===== src/rtl/zcsf_pkg.sv =====
`timescale 1ns / 1ps
package zcsf_pkg;

  // block geometry
  localparam int MAX_CROSSINGS = 64;
  localparam int IDX_W         = 16;
  localparam int SAMPLE_W      = 16;
  localparam int CNT_W         = IDX_W + 1;
  localparam int PTR_W         = $clog2(MAX_CROSSINGS);
  localparam int KCNT_W        = PTR_W + 1;

  // spacing test: d * count * 2^FRAC_W > margin * samples
  localparam int MARGIN_W      = 16;
  localparam int FRAC_W        = 8;
  localparam logic [MARGIN_W-1:0] MARGIN_RESET = MARGIN_W'(256);
  localparam int PROD_W        = IDX_W + CNT_W;
  localparam int RHS_W         = MARGIN_W + CNT_W;
  localparam int CMP_W         = (PROD_W + FRAC_W > RHS_W) ? PROD_W + FRAC_W : RHS_W;

  // front-to-back queue
  localparam int Q_DEPTH       = 4;
  localparam int Q_PTR_W       = $clog2(Q_DEPTH);

  // one queue entry: a stored crossing, the end of a block, or both
  typedef struct packed {
    logic               has_idx;
    logic               is_end;
    logic               ovf;
    logic [IDX_W-1:0]   idx;
    logic [CNT_W-1:0]   cross_cnt;
    logic [CNT_W-1:0]   samp_cnt;
  } q_entry_t;

endpackage


===== src/rtl/zcsf_ram.sv =====
`timescale 1ns / 1ps
module zcsf_ram #(
  parameter int WIDTH = 16,
  parameter int DEPTH = 64
) (
  input  logic                     clk,
  input  logic                     we,
  input  logic [$clog2(DEPTH)-1:0] waddr,
  input  logic [WIDTH-1:0]         wdata,
  input  logic [$clog2(DEPTH)-1:0] raddr,
  output logic [WIDTH-1:0]         rdata
);

  logic [WIDTH-1:0] mem [DEPTH];
  logic [WIDTH-1:0] rdata_r;

  // one write port, one registered read port
  always_ff @(posedge clk) begin
    if (we) begin
      mem[waddr] <= wdata;
    end
    rdata_r <= mem[raddr];
  end

  assign rdata = rdata_r;

endmodule


===== src/rtl/zcsf_front.sv =====
`timescale 1ns / 1ps
module zcsf_front
  import zcsf_pkg::*;
(
  input  logic                       clk,
  input  logic                       rst_n,
  input  logic                       in_valid,
  output logic                       in_ready,
  input  logic signed [SAMPLE_W-1:0] in_sample,
  input  logic                       in_last_sample,
  output logic                       q_push,
  output q_entry_t                   q_data,
  input  logic                       q_full
);

  logic [CNT_W-1:0] samp_cnt_r, samp_cnt_nxt;
  logic [CNT_W-1:0] cross_cnt_r, cross_cnt_nxt;
  logic             was_nonneg_r;
  logic             ovf_r, ovf_nxt;
  logic             accept;
  logic             nonneg;
  logic             crossing;
  logic             too_wide;

  assign in_ready = !q_full;
  assign accept   = in_valid && in_ready;

  // classify the sample against the previous sign
  assign nonneg   = !in_sample[SAMPLE_W-1];
  assign crossing = (samp_cnt_r == '0) ? (in_sample == '0) : (nonneg != was_nonneg_r);
  assign too_wide = samp_cnt_r[CNT_W-1];

  // saturating counts and overflow for this beat
  always_comb begin
    cross_cnt_nxt = cross_cnt_r;
    ovf_nxt       = ovf_r;
    if (crossing) begin
      if (cross_cnt_r != '1) begin
        cross_cnt_nxt = cross_cnt_r + CNT_W'(1);
      end
      if (too_wide) begin
        ovf_nxt = 1'b1;
      end
    end
    samp_cnt_nxt = (samp_cnt_r != '1) ? samp_cnt_r + CNT_W'(1) : samp_cnt_r;
  end

  // queue entry: crossing index and, on the last sample, block totals
  always_comb begin
    q_data.has_idx   = crossing && !too_wide;
    q_data.is_end    = in_last_sample;
    q_data.ovf       = ovf_nxt;
    q_data.idx       = samp_cnt_r[IDX_W-1:0];
    q_data.cross_cnt = cross_cnt_nxt;
    q_data.samp_cnt  = samp_cnt_nxt;
  end

  assign q_push = accept && ((crossing && !too_wide) || in_last_sample);

  always_ff @(posedge clk) begin
    if (!rst_n) begin
      samp_cnt_r   <= '0;
      cross_cnt_r  <= '0;
      was_nonneg_r <= 1'b0;
      ovf_r        <= 1'b0;
    end else if (accept) begin
      if (in_last_sample) begin
        samp_cnt_r   <= '0;
        cross_cnt_r  <= '0;
        was_nonneg_r <= 1'b0;
        ovf_r        <= 1'b0;
      end else begin
        samp_cnt_r   <= samp_cnt_nxt;
        cross_cnt_r  <= cross_cnt_nxt;
        was_nonneg_r <= nonneg;
        ovf_r        <= ovf_nxt;
      end
    end
  end

endmodule


===== src/rtl/zcsf_queue.sv =====
`timescale 1ns / 1ps
module zcsf_queue
  import zcsf_pkg::*;
(
  input  logic     clk,
  input  logic     rst_n,
  input  logic     push,
  input  q_entry_t push_data,
  output logic     full,
  input  logic     pop,
  output q_entry_t pop_data,
  output logic     empty
);

  q_entry_t             entry_r [Q_DEPTH];
  logic [Q_PTR_W-1:0]   wr_ptr_r;
  logic [Q_PTR_W-1:0]   rd_ptr_r;
  logic [Q_PTR_W:0]     count_r;
  logic                 do_push;
  logic                 do_pop;

  assign full     = (count_r == (Q_PTR_W + 1)'(Q_DEPTH));
  assign empty    = (count_r == '0);
  assign do_push  = push && !full;
  assign do_pop   = pop && !empty;
  assign pop_data = entry_r[rd_ptr_r];

  // storage
  always_ff @(posedge clk) begin
    if (do_push) begin
      entry_r[wr_ptr_r] <= push_data;
    end
  end

  // pointers and fill level
  always_ff @(posedge clk) begin
    if (!rst_n) begin
      wr_ptr_r <= '0;
      rd_ptr_r <= '0;
      count_r  <= '0;
    end else begin
      if (do_push) begin
        wr_ptr_r <= wr_ptr_r + Q_PTR_W'(1);
      end
      if (do_pop) begin
        rd_ptr_r <= rd_ptr_r + Q_PTR_W'(1);
      end
      if (do_push && !do_pop) begin
        count_r <= count_r + (Q_PTR_W + 1)'(1);
      end else if (do_pop && !do_push) begin
        count_r <= count_r - (Q_PTR_W + 1)'(1);
      end
    end
  end

endmodule


===== src/rtl/zcsf_back.sv =====
`timescale 1ns / 1ps
module zcsf_back
  import zcsf_pkg::*;
(
  input  logic                clk,
  input  logic                rst_n,
  input  logic [MARGIN_W-1:0] margin_q8,
  input  q_entry_t            q_data,
  input  logic                q_empty,
  output logic                q_pop,
  output logic                out_valid,
  input  logic                out_ready,
  output logic [IDX_W-1:0]    out_crossing_index,
  output logic                out_end_of_list,
  output logic                out_list_empty,
  output logic                out_overflow
);

  typedef enum logic [3:0] {
    S_FILL, S_INIT_RD, S_INIT_LD, S_RD, S_SUB, S_MUL, S_CMP, S_E_RD, S_E_LD, S_E_OUT
  } state_t;

  state_t              state_r;
  logic [KCNT_W-1:0]   stored_n_r;
  logic [KCNT_W-1:0]   k_r;
  logic [KCNT_W-1:0]   kept_n_r;
  logic [KCNT_W-1:0]   e_idx_r;
  logic [IDX_W-1:0]    anchor_r;
  logic [IDX_W-1:0]    prev_r;
  logic [IDX_W-1:0]    val_r;
  logic [IDX_W-1:0]    d_r;
  logic [PROD_W-1:0]   prod_r;
  logic [RHS_W-1:0]    rhs_r;
  logic [CNT_W-1:0]    cc_r;
  logic                skip_r;
  logic                ovf_r;
  logic                out_valid_r;
  logic [IDX_W-1:0]    out_idx_r;
  logic                out_eol_r;
  logic                out_empty_r;
  logic                out_ovf_r;

  logic                store_full;
  logic                far;
  logic                cr_we;
  logic [IDX_W-1:0]    cr_rdata;
  logic                kp_we;
  logic [IDX_W-1:0]    kp_wdata;
  logic [IDX_W-1:0]    kp_rdata;

  // drain the queue only while loading a block
  assign q_pop      = (state_r == S_FILL) && !q_empty;
  assign store_full = (stored_n_r == KCNT_W'(MAX_CROSSINGS));
  assign cr_we      = q_pop && q_data.has_idx && !store_full;

  // spacing test against the precomputed right-hand side
  assign far = (CMP_W'(prod_r) << FRAC_W) > CMP_W'(rhs_r);

  // kept list is a stack: push on the first crossing and on each far one
  assign kp_we    = (state_r == S_INIT_LD) || ((state_r == S_CMP) && far);
  assign kp_wdata = (state_r == S_INIT_LD) ? cr_rdata : val_r;

  zcsf_ram #(.WIDTH(IDX_W), .DEPTH(MAX_CROSSINGS)) u_cross_ram (
    .clk   (clk),
    .we    (cr_we),
    .waddr (stored_n_r[PTR_W-1:0]),
    .wdata (q_data.idx),
    .raddr (k_r[PTR_W-1:0]),
    .rdata (cr_rdata)
  );

  zcsf_ram #(.WIDTH(IDX_W), .DEPTH(MAX_CROSSINGS)) u_kept_ram (
    .clk   (clk),
    .we    (kp_we),
    .waddr (kept_n_r[PTR_W-1:0]),
    .wdata (kp_wdata),
    .raddr (e_idx_r[PTR_W-1:0]),
    .rdata (kp_rdata)
  );

  // sequencer: load, walk, emit
  always_ff @(posedge clk) begin
    if (!rst_n) begin
      state_r     <= S_FILL;
      stored_n_r  <= '0;
      k_r         <= '0;
      kept_n_r    <= '0;
      e_idx_r     <= '0;
      skip_r      <= 1'b0;
      ovf_r       <= 1'b0;
      out_valid_r <= 1'b0;
    end else begin
      case (state_r)
        S_FILL: begin
          if (q_pop) begin
            if (q_data.has_idx && !store_full) begin
              stored_n_r <= stored_n_r + KCNT_W'(1);
            end
            if ((q_data.has_idx && store_full) || (q_data.is_end && q_data.ovf)) begin
              ovf_r <= 1'b1;
            end
            if (q_data.is_end) begin
              cc_r    <= q_data.cross_cnt;
              rhs_r   <= RHS_W'(margin_q8) * RHS_W'(q_data.samp_cnt);
              k_r     <= '0;
              state_r <= S_INIT_RD;
            end
          end
        end
        S_INIT_RD: begin
          kept_n_r <= '0;
          e_idx_r  <= '0;
          state_r  <= (stored_n_r == '0) ? S_E_RD : S_INIT_LD;
        end
        S_INIT_LD: begin
          anchor_r <= cr_rdata;
          prev_r   <= cr_rdata;
          kept_n_r <= KCNT_W'(1);
          skip_r   <= 1'b0;
          k_r      <= KCNT_W'(1);
          state_r  <= (stored_n_r == KCNT_W'(1)) ? S_E_RD : S_RD;
        end
        S_RD: begin
          state_r <= S_SUB;
        end
        S_SUB: begin
          val_r   <= cr_rdata;
          d_r     <= cr_rdata - anchor_r;
          state_r <= S_MUL;
        end
        S_MUL: begin
          prod_r  <= PROD_W'(d_r) * PROD_W'(cc_r);
          state_r <= S_CMP;
        end
        S_CMP: begin
          if (far) begin
            kept_n_r <= kept_n_r + KCNT_W'(1);
            prev_r   <= anchor_r;
            anchor_r <= val_r;
            skip_r   <= 1'b0;
          end else if (!skip_r) begin
            // near crossing: drop the last kept entry, fall back one anchor
            if (kept_n_r != '0) begin
              kept_n_r <= kept_n_r - KCNT_W'(1);
            end
            anchor_r <= prev_r;
            skip_r   <= 1'b1;
          end
          k_r     <= k_r + KCNT_W'(1);
          state_r <= (k_r + KCNT_W'(1) == stored_n_r) ? S_E_RD : S_RD;
        end
        S_E_RD: begin
          state_r <= S_E_LD;
        end
        S_E_LD: begin
          out_valid_r <= 1'b1;
          out_ovf_r   <= ovf_r;
          if (kept_n_r == '0) begin
            out_idx_r   <= '0;
            out_eol_r   <= 1'b1;
            out_empty_r <= 1'b1;
          end else begin
            out_idx_r   <= kp_rdata;
            out_eol_r   <= (e_idx_r + KCNT_W'(1) == kept_n_r);
            out_empty_r <= 1'b0;
          end
          state_r <= S_E_OUT;
        end
        S_E_OUT: begin
          if (out_ready) begin
            out_valid_r <= 1'b0;
            if (out_eol_r) begin
              stored_n_r <= '0;
              ovf_r      <= 1'b0;
              state_r    <= S_FILL;
            end else begin
              e_idx_r <= e_idx_r + KCNT_W'(1);
              state_r <= S_E_RD;
            end
          end
        end
        default: begin
          state_r <= S_FILL;
        end
      endcase
    end
  end

  assign out_valid          = out_valid_r;
  assign out_crossing_index = out_idx_r;
  assign out_end_of_list    = out_eol_r;
  assign out_list_empty     = out_empty_r;
  assign out_overflow       = out_ovf_r;

endmodule


===== src/rtl/zero_crossing_spacing_filter_unit.sv =====
`timescale 1ns / 1ps
// Zero-crossing spacing filter. Samples stream in one per cycle; the front
// records each sign change (and index 0 when the first sample is exactly
// zero) into a 4-entry queue, and keeps taking samples, also those of the
// next block, as long as that queue has room. The back moves crossings into
// a 64-entry store at one per cycle while it is loading a block. After the
// last sample of a block it walks the store: a read of the first crossing,
// then for each further one a store read, subtract, multiply and compare.
// It then emits the kept indices, each beat as a store read, a load and an
// output held until out_ready; a block with no surviving crossing gives one
// beat with list_empty set. margin_q8 must be written through the cfg port
// only while the block is idle; the block itself does not enforce this.
module zero_crossing_spacing_filter_unit
  import zcsf_pkg::*;
(
  input  logic                       clk,
  input  logic                       rst_n,
  input  logic                       cfg_valid,
  output logic                       cfg_ready,
  input  logic [MARGIN_W-1:0]        cfg_margin_q8,
  input  logic                       in_valid,
  output logic                       in_ready,
  input  logic signed [SAMPLE_W-1:0] in_sample,
  input  logic                       in_last_sample,
  output logic                       out_valid,
  input  logic                       out_ready,
  output logic [IDX_W-1:0]           out_crossing_index,
  output logic                       out_end_of_list,
  output logic                       out_list_empty,
  output logic                       out_overflow
);

  logic [MARGIN_W-1:0] margin_r;
  logic                q_push;
  q_entry_t            q_push_data;
  logic                q_full;
  logic                q_pop;
  q_entry_t            q_pop_data;
  logic                q_empty;

  // margin register
  assign cfg_ready = 1'b1;

  always_ff @(posedge clk) begin
    if (!rst_n) begin
      margin_r <= MARGIN_RESET;
    end else if (cfg_valid && cfg_ready) begin
      margin_r <= cfg_margin_q8;
    end
  end

  zcsf_front u_front (
    .clk            (clk),
    .rst_n          (rst_n),
    .in_valid       (in_valid),
    .in_ready       (in_ready),
    .in_sample      (in_sample),
    .in_last_sample (in_last_sample),
    .q_push         (q_push),
    .q_data         (q_push_data),
    .q_full         (q_full)
  );

  zcsf_queue u_queue (
    .clk       (clk),
    .rst_n     (rst_n),
    .push      (q_push),
    .push_data (q_push_data),
    .full      (q_full),
    .pop       (q_pop),
    .pop_data  (q_pop_data),
    .empty     (q_empty)
  );

  zcsf_back u_back (
    .clk                (clk),
    .rst_n              (rst_n),
    .margin_q8          (margin_r),
    .q_data             (q_pop_data),
    .q_empty            (q_empty),
    .q_pop              (q_pop),
    .out_valid          (out_valid),
    .out_ready          (out_ready),
    .out_crossing_index (out_crossing_index),
    .out_end_of_list    (out_end_of_list),
    .out_list_empty     (out_list_empty),
    .out_overflow       (out_overflow)
  );

endmodule

===== config.mk =====
export PLATFORM = sky130hd
export DESIGN_NAME = zero_crossing_spacing_filter_unit
export DESIGN_NICKNAME = d
export VERILOG_FILES = /design/src/rtl/zcsf_pkg.sv /design/src/rtl/zcsf_ram.sv /design/src/rtl/zcsf_front.sv /design/src/rtl/zcsf_queue.sv /design/src/rtl/zcsf_back.sv /design/src/rtl/zero_crossing_spacing_filter_unit.sv
export SDC_FILE = /design/constraint.sdc
export NUM_CORES = 2
export LEC_CHECK = 0
export ABC_CLOCK_PERIOD_IN_PS = 8700
export BUFFER_PORTS_ARGS = -buffer_cell sky130_fd_sc_hd__buf_2
export CAP_MARGIN = 20
export CORE_MARGIN = 1
export CORE_UTILIZATION = 45
export CTS_BUF_LIST = sky130_fd_sc_hd__clkbuf_8
export DETAILED_ROUTE_END_ITERATION = 10
export GPL_TIMING_DRIVEN = 0
export PLACE_DENSITY = 0.65
export SETUP_SLACK_MARGIN = 0.15
export SLEW_MARGIN = 20
export SYNTH_ARGS = -nofsm -noshare
export SYNTH_HDL_FRONTEND = slang
export SYNTH_SLANG_ARGS = --single-unit

===== constraint.sdc =====
create_clock -name clk -period 8.7 [get_ports clk]
set_input_delay 0.87 -clock clk [delete_from_list [all_inputs] [get_ports clk]]
set_output_delay 0.87 -clock clk [all_outputs]
set_load 0.01 [all_outputs]

==> results.txt <==
----------------------------------------------------
[Outcome]
  Outcome ... finished clean

[Clock tree]
  Clock-pin transition on the worst setup and hold timing paths ... 0.06 ns
  CTS H-Tree Depth ... 5
  Clock latency of the later-clocked register in the worst-skew pair ... between 1 and 1.5 ns
  TritonCTS clock tree ... done
  Inserted Clock Buffers ... slightly above 400
  Post-CTS setup repair buffer count ... 0
  Clock Tree Buf Depth ... 4
  Buffer type at the clock tree root ... sky130_fd_sc_hd__clkbuf_8
  CTS sink count ... 2554

[Flow run]
  MaxCap Viol Count ... 0

[Setup path]
  Worst-case reg-to-reg path depth ... 24
  Signal arrival time at the worst endpoint ... slightly below 9 ns
  Critical path startpoint category ... flop
  End of the worst register-to-register path ... u_back.rhs_r[30]
  Setup crit end kind ... flop
  Type of the worst setup path ... reg -> reg
  Slack of the worst reg-to-reg path ... around 0.65 ns
  Critical path data required time ... roughly 9.5 ns
  Last element of the critical path ... u_back.rhs_r[30]
  Top fanout value on the critical path ... 10

[Timing]
  Min Hold Slack ... between 0.1 and 0.15 ns
  Fraction of the cycle the final worst path needs ... a little over 90%
  Shortest clock period the worst path allows after layout ... between 8 and 9 ns
  Finish-stage setup viols ... 0
  Relative slew slack ... around a fifth
  Final hold vios ... 0
  Slew of the pin with the lowest slew margin ... 1.21 ns
  Count of final max-slew check failures ... 0
  Final setup margin ... roughly 0.65 ns
  Skew final ... roughly 0.15 ns
  Maximum clock frequency ... roughly 120 MHz
  Setup repair after global routing missed its margin ... false

[Logic synthesis]
  Count of mapped cells out of synthesis ... ~6600
  Sequential area share after synthesis ... between 60 and 70%
  Area of the mapped netlist ... between 100000 and 150000 sq um
  Number of enable-type register cells in the synthesized netlist ... 2426
  Primary flip-flop cell chosen by synthesis mapping ... sky130_fd_sc_hd__edfxtp_1
  Syn Nets ... between 7000 and 8000
  Synth cell types ... between 70 and 80
  Post-synthesis register bit count ... ~2600
  Post-synthesis async set-or-reset flop share ... 0%
  Average instance area after synthesis ... ~18 sq um
  Yosys warning total ... 0

[Cells and area]
  Total area of multi-input combinational cells ... 38400 sq um
  Final std cell area, no fill ... 132000 sq um
  Core utilization of the finished layout ... between 50% and 60%
  FF/Latch Area ... roughly 75000 sq um
  # nets final ... ~8000
  Share of layout cells above drive strength 1 ... between 20% and 30%
  P&R area growth vs syn ... 12.9%
  FILL cells ... 20671

[Die]
  Die X-Extent ... 511 um
  Core area ... approximately 260000 sq um
  Std-Cell Rows ... between 150 and 200
  Die footprint ... 261000 sq um
  Number of placed I/O pins ... 60
  Initial Util ... between 40 and 50%
  Die Y-Extent ... just over 500 um

[Routing]
  Routed via count ... roughly 62000
  Drt via density ... 5.64
  Residual DRC ... 0
  Remaining antenna violation count ... 0
  Length of the first detailed-routing pass in iterations ... 6
  Wirelength, routed ... between 200 and 300 mm
  DR iter-0 viols ... roughly 6500
  Wire length per cell after detailed routing ... between 20 and 30 um

[Global route]
  First-pass GRT wire length ... 424 mm
  Initial antenna violation count ... 13
  Via count of the first global-routing pass ... ~64000
  Maximum number of pins on one net before global-route repair ... 65
  Sum of overflow across all layers after global routing ... 0
  Global-route usage over all layers ... ~22%

[Power and ir drop]
  Pleak ... ~45 nW
  Worst vdd ir ... ~0.73 mV
  Pwr/cell area ... around 320 nW/um^2
  Tot Pwr ... about 42 mW

[Placed design]
  Dpl ws ... -0.244 ns
  HPWL after detailed placement ... 196 mm
  Port Buffers ... 57
  GP Congestion ... ~0.9
  Instance area at placement ... ~120000 sq um

[Min path]
  Hold Crit Class ... in -> reg

----------------------------------------------------
==> area by class of cell <==
cell class / instances / area share [%]
Sequential cell: 2554 / 57.2
Multi-Input combinational cell: 3190 / 29.2
Clock buffer: 434 / 4.53
Tap cell: 3384 / 3.21
Timing Repair Buffer: 240 / 1.80
Inverter: 554 / 1.58
Clock inverter: 311 / 1.48
Buffer: 323 / 0.974
Antenna cell: 6 / 0.0114
==> power by group <==
| part | leakage (nW) | internal, mW | switching, mW |
|---|---|---|---|
| clock network | 4.55 | 5.08 | 4.87 |
| registers | 23.1 | 15.2 | 0.186 |
| logic | 17.8 | 6.49 | 10.1 |
| total | 45.5 | 26.7 | 15.2 |
==> stage by stage <==
stage / std cells / setup TNS, ns
detailed placement: 10232 / -0.529
finish: 10996 / 0
CTS: 10989 / 0
global placement: 10062 / -0.380
floorplan: 6621 / 0
global route: 10993 / 0
==> logic make-up after synthesis <==
| logic type | count (synthesis) | synth area share (%) |
|---|---|---|
| other | 1 | 0.00322 |
| buffers and inverters | 877 | 2.86 |
| flip-flops | 2554 | 64.7 |
| adder cells (fa/ha/maj) | 686 | 10.1 |
| AO/OA/AOI/OAI | 386 | 2.01 |
| AND/OR/NAND/NOR | 1203 | 4.91 |
| multiplexers | 785 | 14.5 |
| XOR/XNOR | 129 | 0.969 |
==> placed cells by master (no fill, tap or decap), types with 22 or more instances in the layout <==
cell type                  Yosys  routed
sky130_fd_sc_hd__a21o_1       37      37
sky130_fd_sc_hd__a21oi_1     121     121
sky130_fd_sc_hd__a22oi_1      22      22
sky130_fd_sc_hd__and2_1      248     244
sky130_fd_sc_hd__and3_1       25      24
sky130_fd_sc_hd__buf_1        53      47
sky130_fd_sc_hd__buf_2        23     103
sky130_fd_sc_hd__buf_6         1      85
sky130_fd_sc_hd__buf_8         0      40
sky130_fd_sc_hd__clkbuf_1    245     231
sky130_fd_sc_hd__clkbuf_8      0     434
sky130_fd_sc_hd__clkinv_1      0      78
sky130_fd_sc_hd__clkinv_2      0      47
sky130_fd_sc_hd__dfxtp_1     128     128
sky130_fd_sc_hd__edfxtp_1   2426    2426
sky130_fd_sc_hd__fa_1        419     419
sky130_fd_sc_hd__ha_1        267     267
sky130_fd_sc_hd__inv_1       554     693
sky130_fd_sc_hd__mux2i_1      43      43
sky130_fd_sc_hd__mux4_2      725     709
sky130_fd_sc_hd__nand2_1     436     436
sky130_fd_sc_hd__nand3_1      44      44
sky130_fd_sc_hd__nor2_1      275     162
sky130_fd_sc_hd__nor2_2        2     115
sky130_fd_sc_hd__nor3_1       34      27
sky130_fd_sc_hd__o21ai_0     113     111
sky130_fd_sc_hd__or3_1        28      28
sky130_fd_sc_hd__xnor2_1      80      80
sky130_fd_sc_hd__xor2_1       49      49
==> worst max-delay path: stages, from the launching register on <==
cell and delay, ns:
sky130_fd_sc_hd__dfxtp_1 0.31, sky130_fd_sc_hd__clkbuf_2 0.30, sky130_fd_sc_hd__clkbuf_2 0.39, sky130_fd_sc_hd__mux4_2 0.43, sky130_fd_sc_hd__clkbuf_1 0.57, sky130_fd_sc_hd__nand2_1 0.17
sky130_fd_sc_hd__fa_1 0.54, sky130_fd_sc_hd__fa_1 0.52, sky130_fd_sc_hd__fa_1 0.52, sky130_fd_sc_hd__inv_1 0.05, sky130_fd_sc_hd__fa_1 0.52, sky130_fd_sc_hd__fa_1 0.50
sky130_fd_sc_hd__inv_1 0.05, sky130_fd_sc_hd__fa_1 0.48, sky130_fd_sc_hd__inv_1 0.04, sky130_fd_sc_hd__ha_1 0.36, sky130_fd_sc_hd__a21o_1 0.21, sky130_fd_sc_hd__a21o_1 0.17
sky130_fd_sc_hd__a221o_1 0.38, sky130_fd_sc_hd__a31o_2 0.28, sky130_fd_sc_hd__o21ai_1 0.32, sky130_fd_sc_hd__o21ai_0 0.17, sky130_fd_sc_hd__a21o_1 0.18, sky130_fd_sc_hd__a21o_1 0.18
sky130_fd_sc_hd__xnor2_1 0.15
==> repair_timing <==
| action | 4_1_cts | 5_1_grt |
|---|---|---|
| pin swaps | 0 | 0 |
| hold buffers | 12 | 0 |
| endpoints found under the setup margin | 6 | 8 |
| resized for setup | 8 | 19 |
| endpoints found under the hold margin | 12 | 0 |
==> flip-flops by register name (all words and copies together) (netlist names), 4 cells and up, named ones only <==
register                   count
u_back.prev_r                 16
u_back.cc_r                   17
u_back.e_idx_r                 7
u_queue.entry_r              212
u_front.cross_cnt_r           17
u_back.k_r                     7
u_front.samp_cnt_r            17
u_back.prod_r                 33
u_back.state_r                 4
u_back.u_cross_ram.rdata      16
u_back.rhs_r                  33
margin_r                      16
u_back.d_r                    16
u_back.u_kept_ram.rdata       16
u_back.u_cross_ram.mem      1024
u_back.val_r                  16
u_back.stored_n_r              7
u_back.kept_n_r                7
u_back.u_kept_ram.mem       1024
u_back.out_crossing_index     16
u_back.anchor_r               16
==> how the worst min path moves through the flow <==
stage,startpoint,to,depth (start not counted)
2_1_floorplan,u_back.ovf_r,u_back.out_overflow,0
3_3_place_gp,u_back.ovf_r,u_back.out_overflow,0
3_5_place_dp,u_back.ovf_r,u_back.out_overflow,0
4_1_cts,cfg_margin_q8[1],margin_r[1],3
5_1_grt,cfg_margin_q8[1],margin_r[1],3
6_report,cfg_margin_q8[1],margin_r[1],3
==> synth_stat cells (all sizes together) (13+ instances only) <==
master | number | share of area, %
a21o | 37 | 0.24
a21oi | 122 | 0.53
a22oi | 22 | 0.14
a31oi | 13 | 0.070
and2 | 249 | 1.3
and3 | 26 | 0.14
buf | 78 | 0.29
clkbuf | 245 | 0.79
dfxtp | 128 | 2.2
edfxtp | 2426 | 62
fa | 419 | 7.2
ha | 267 | 2.9
inv | 554 | 1.8
mux2 | 17 | 0.17
mux2i | 43 | 0.37
mux4 | 725 | 14
nand2 | 436 | 1.4
nand2b | 15 | 0.080
nand3 | 44 | 0.19
nand4 | 18 | 0.11
nor2 | 277 | 0.90
nor2b | 18 | 0.097
nor3 | 34 | 0.15
nor4 | 29 | 0.17
o21a | 18 | 0.12
o21ai | 114 | 0.49
or3 | 29 | 0.16
xnor2 | 80 | 0.60
xor2 | 49 | 0.37
==> routing by layer <==
layer  part of all wire (%)  wire length, um  GRT usage [%]
met1                     41           117000           30.0
met2                     48           137000           35.3
met3                    7.7            21900           4.18
met4                    3.3             9570           7.51
met5                 0.0035               10              0
Power figures use the tool's default switching activity.
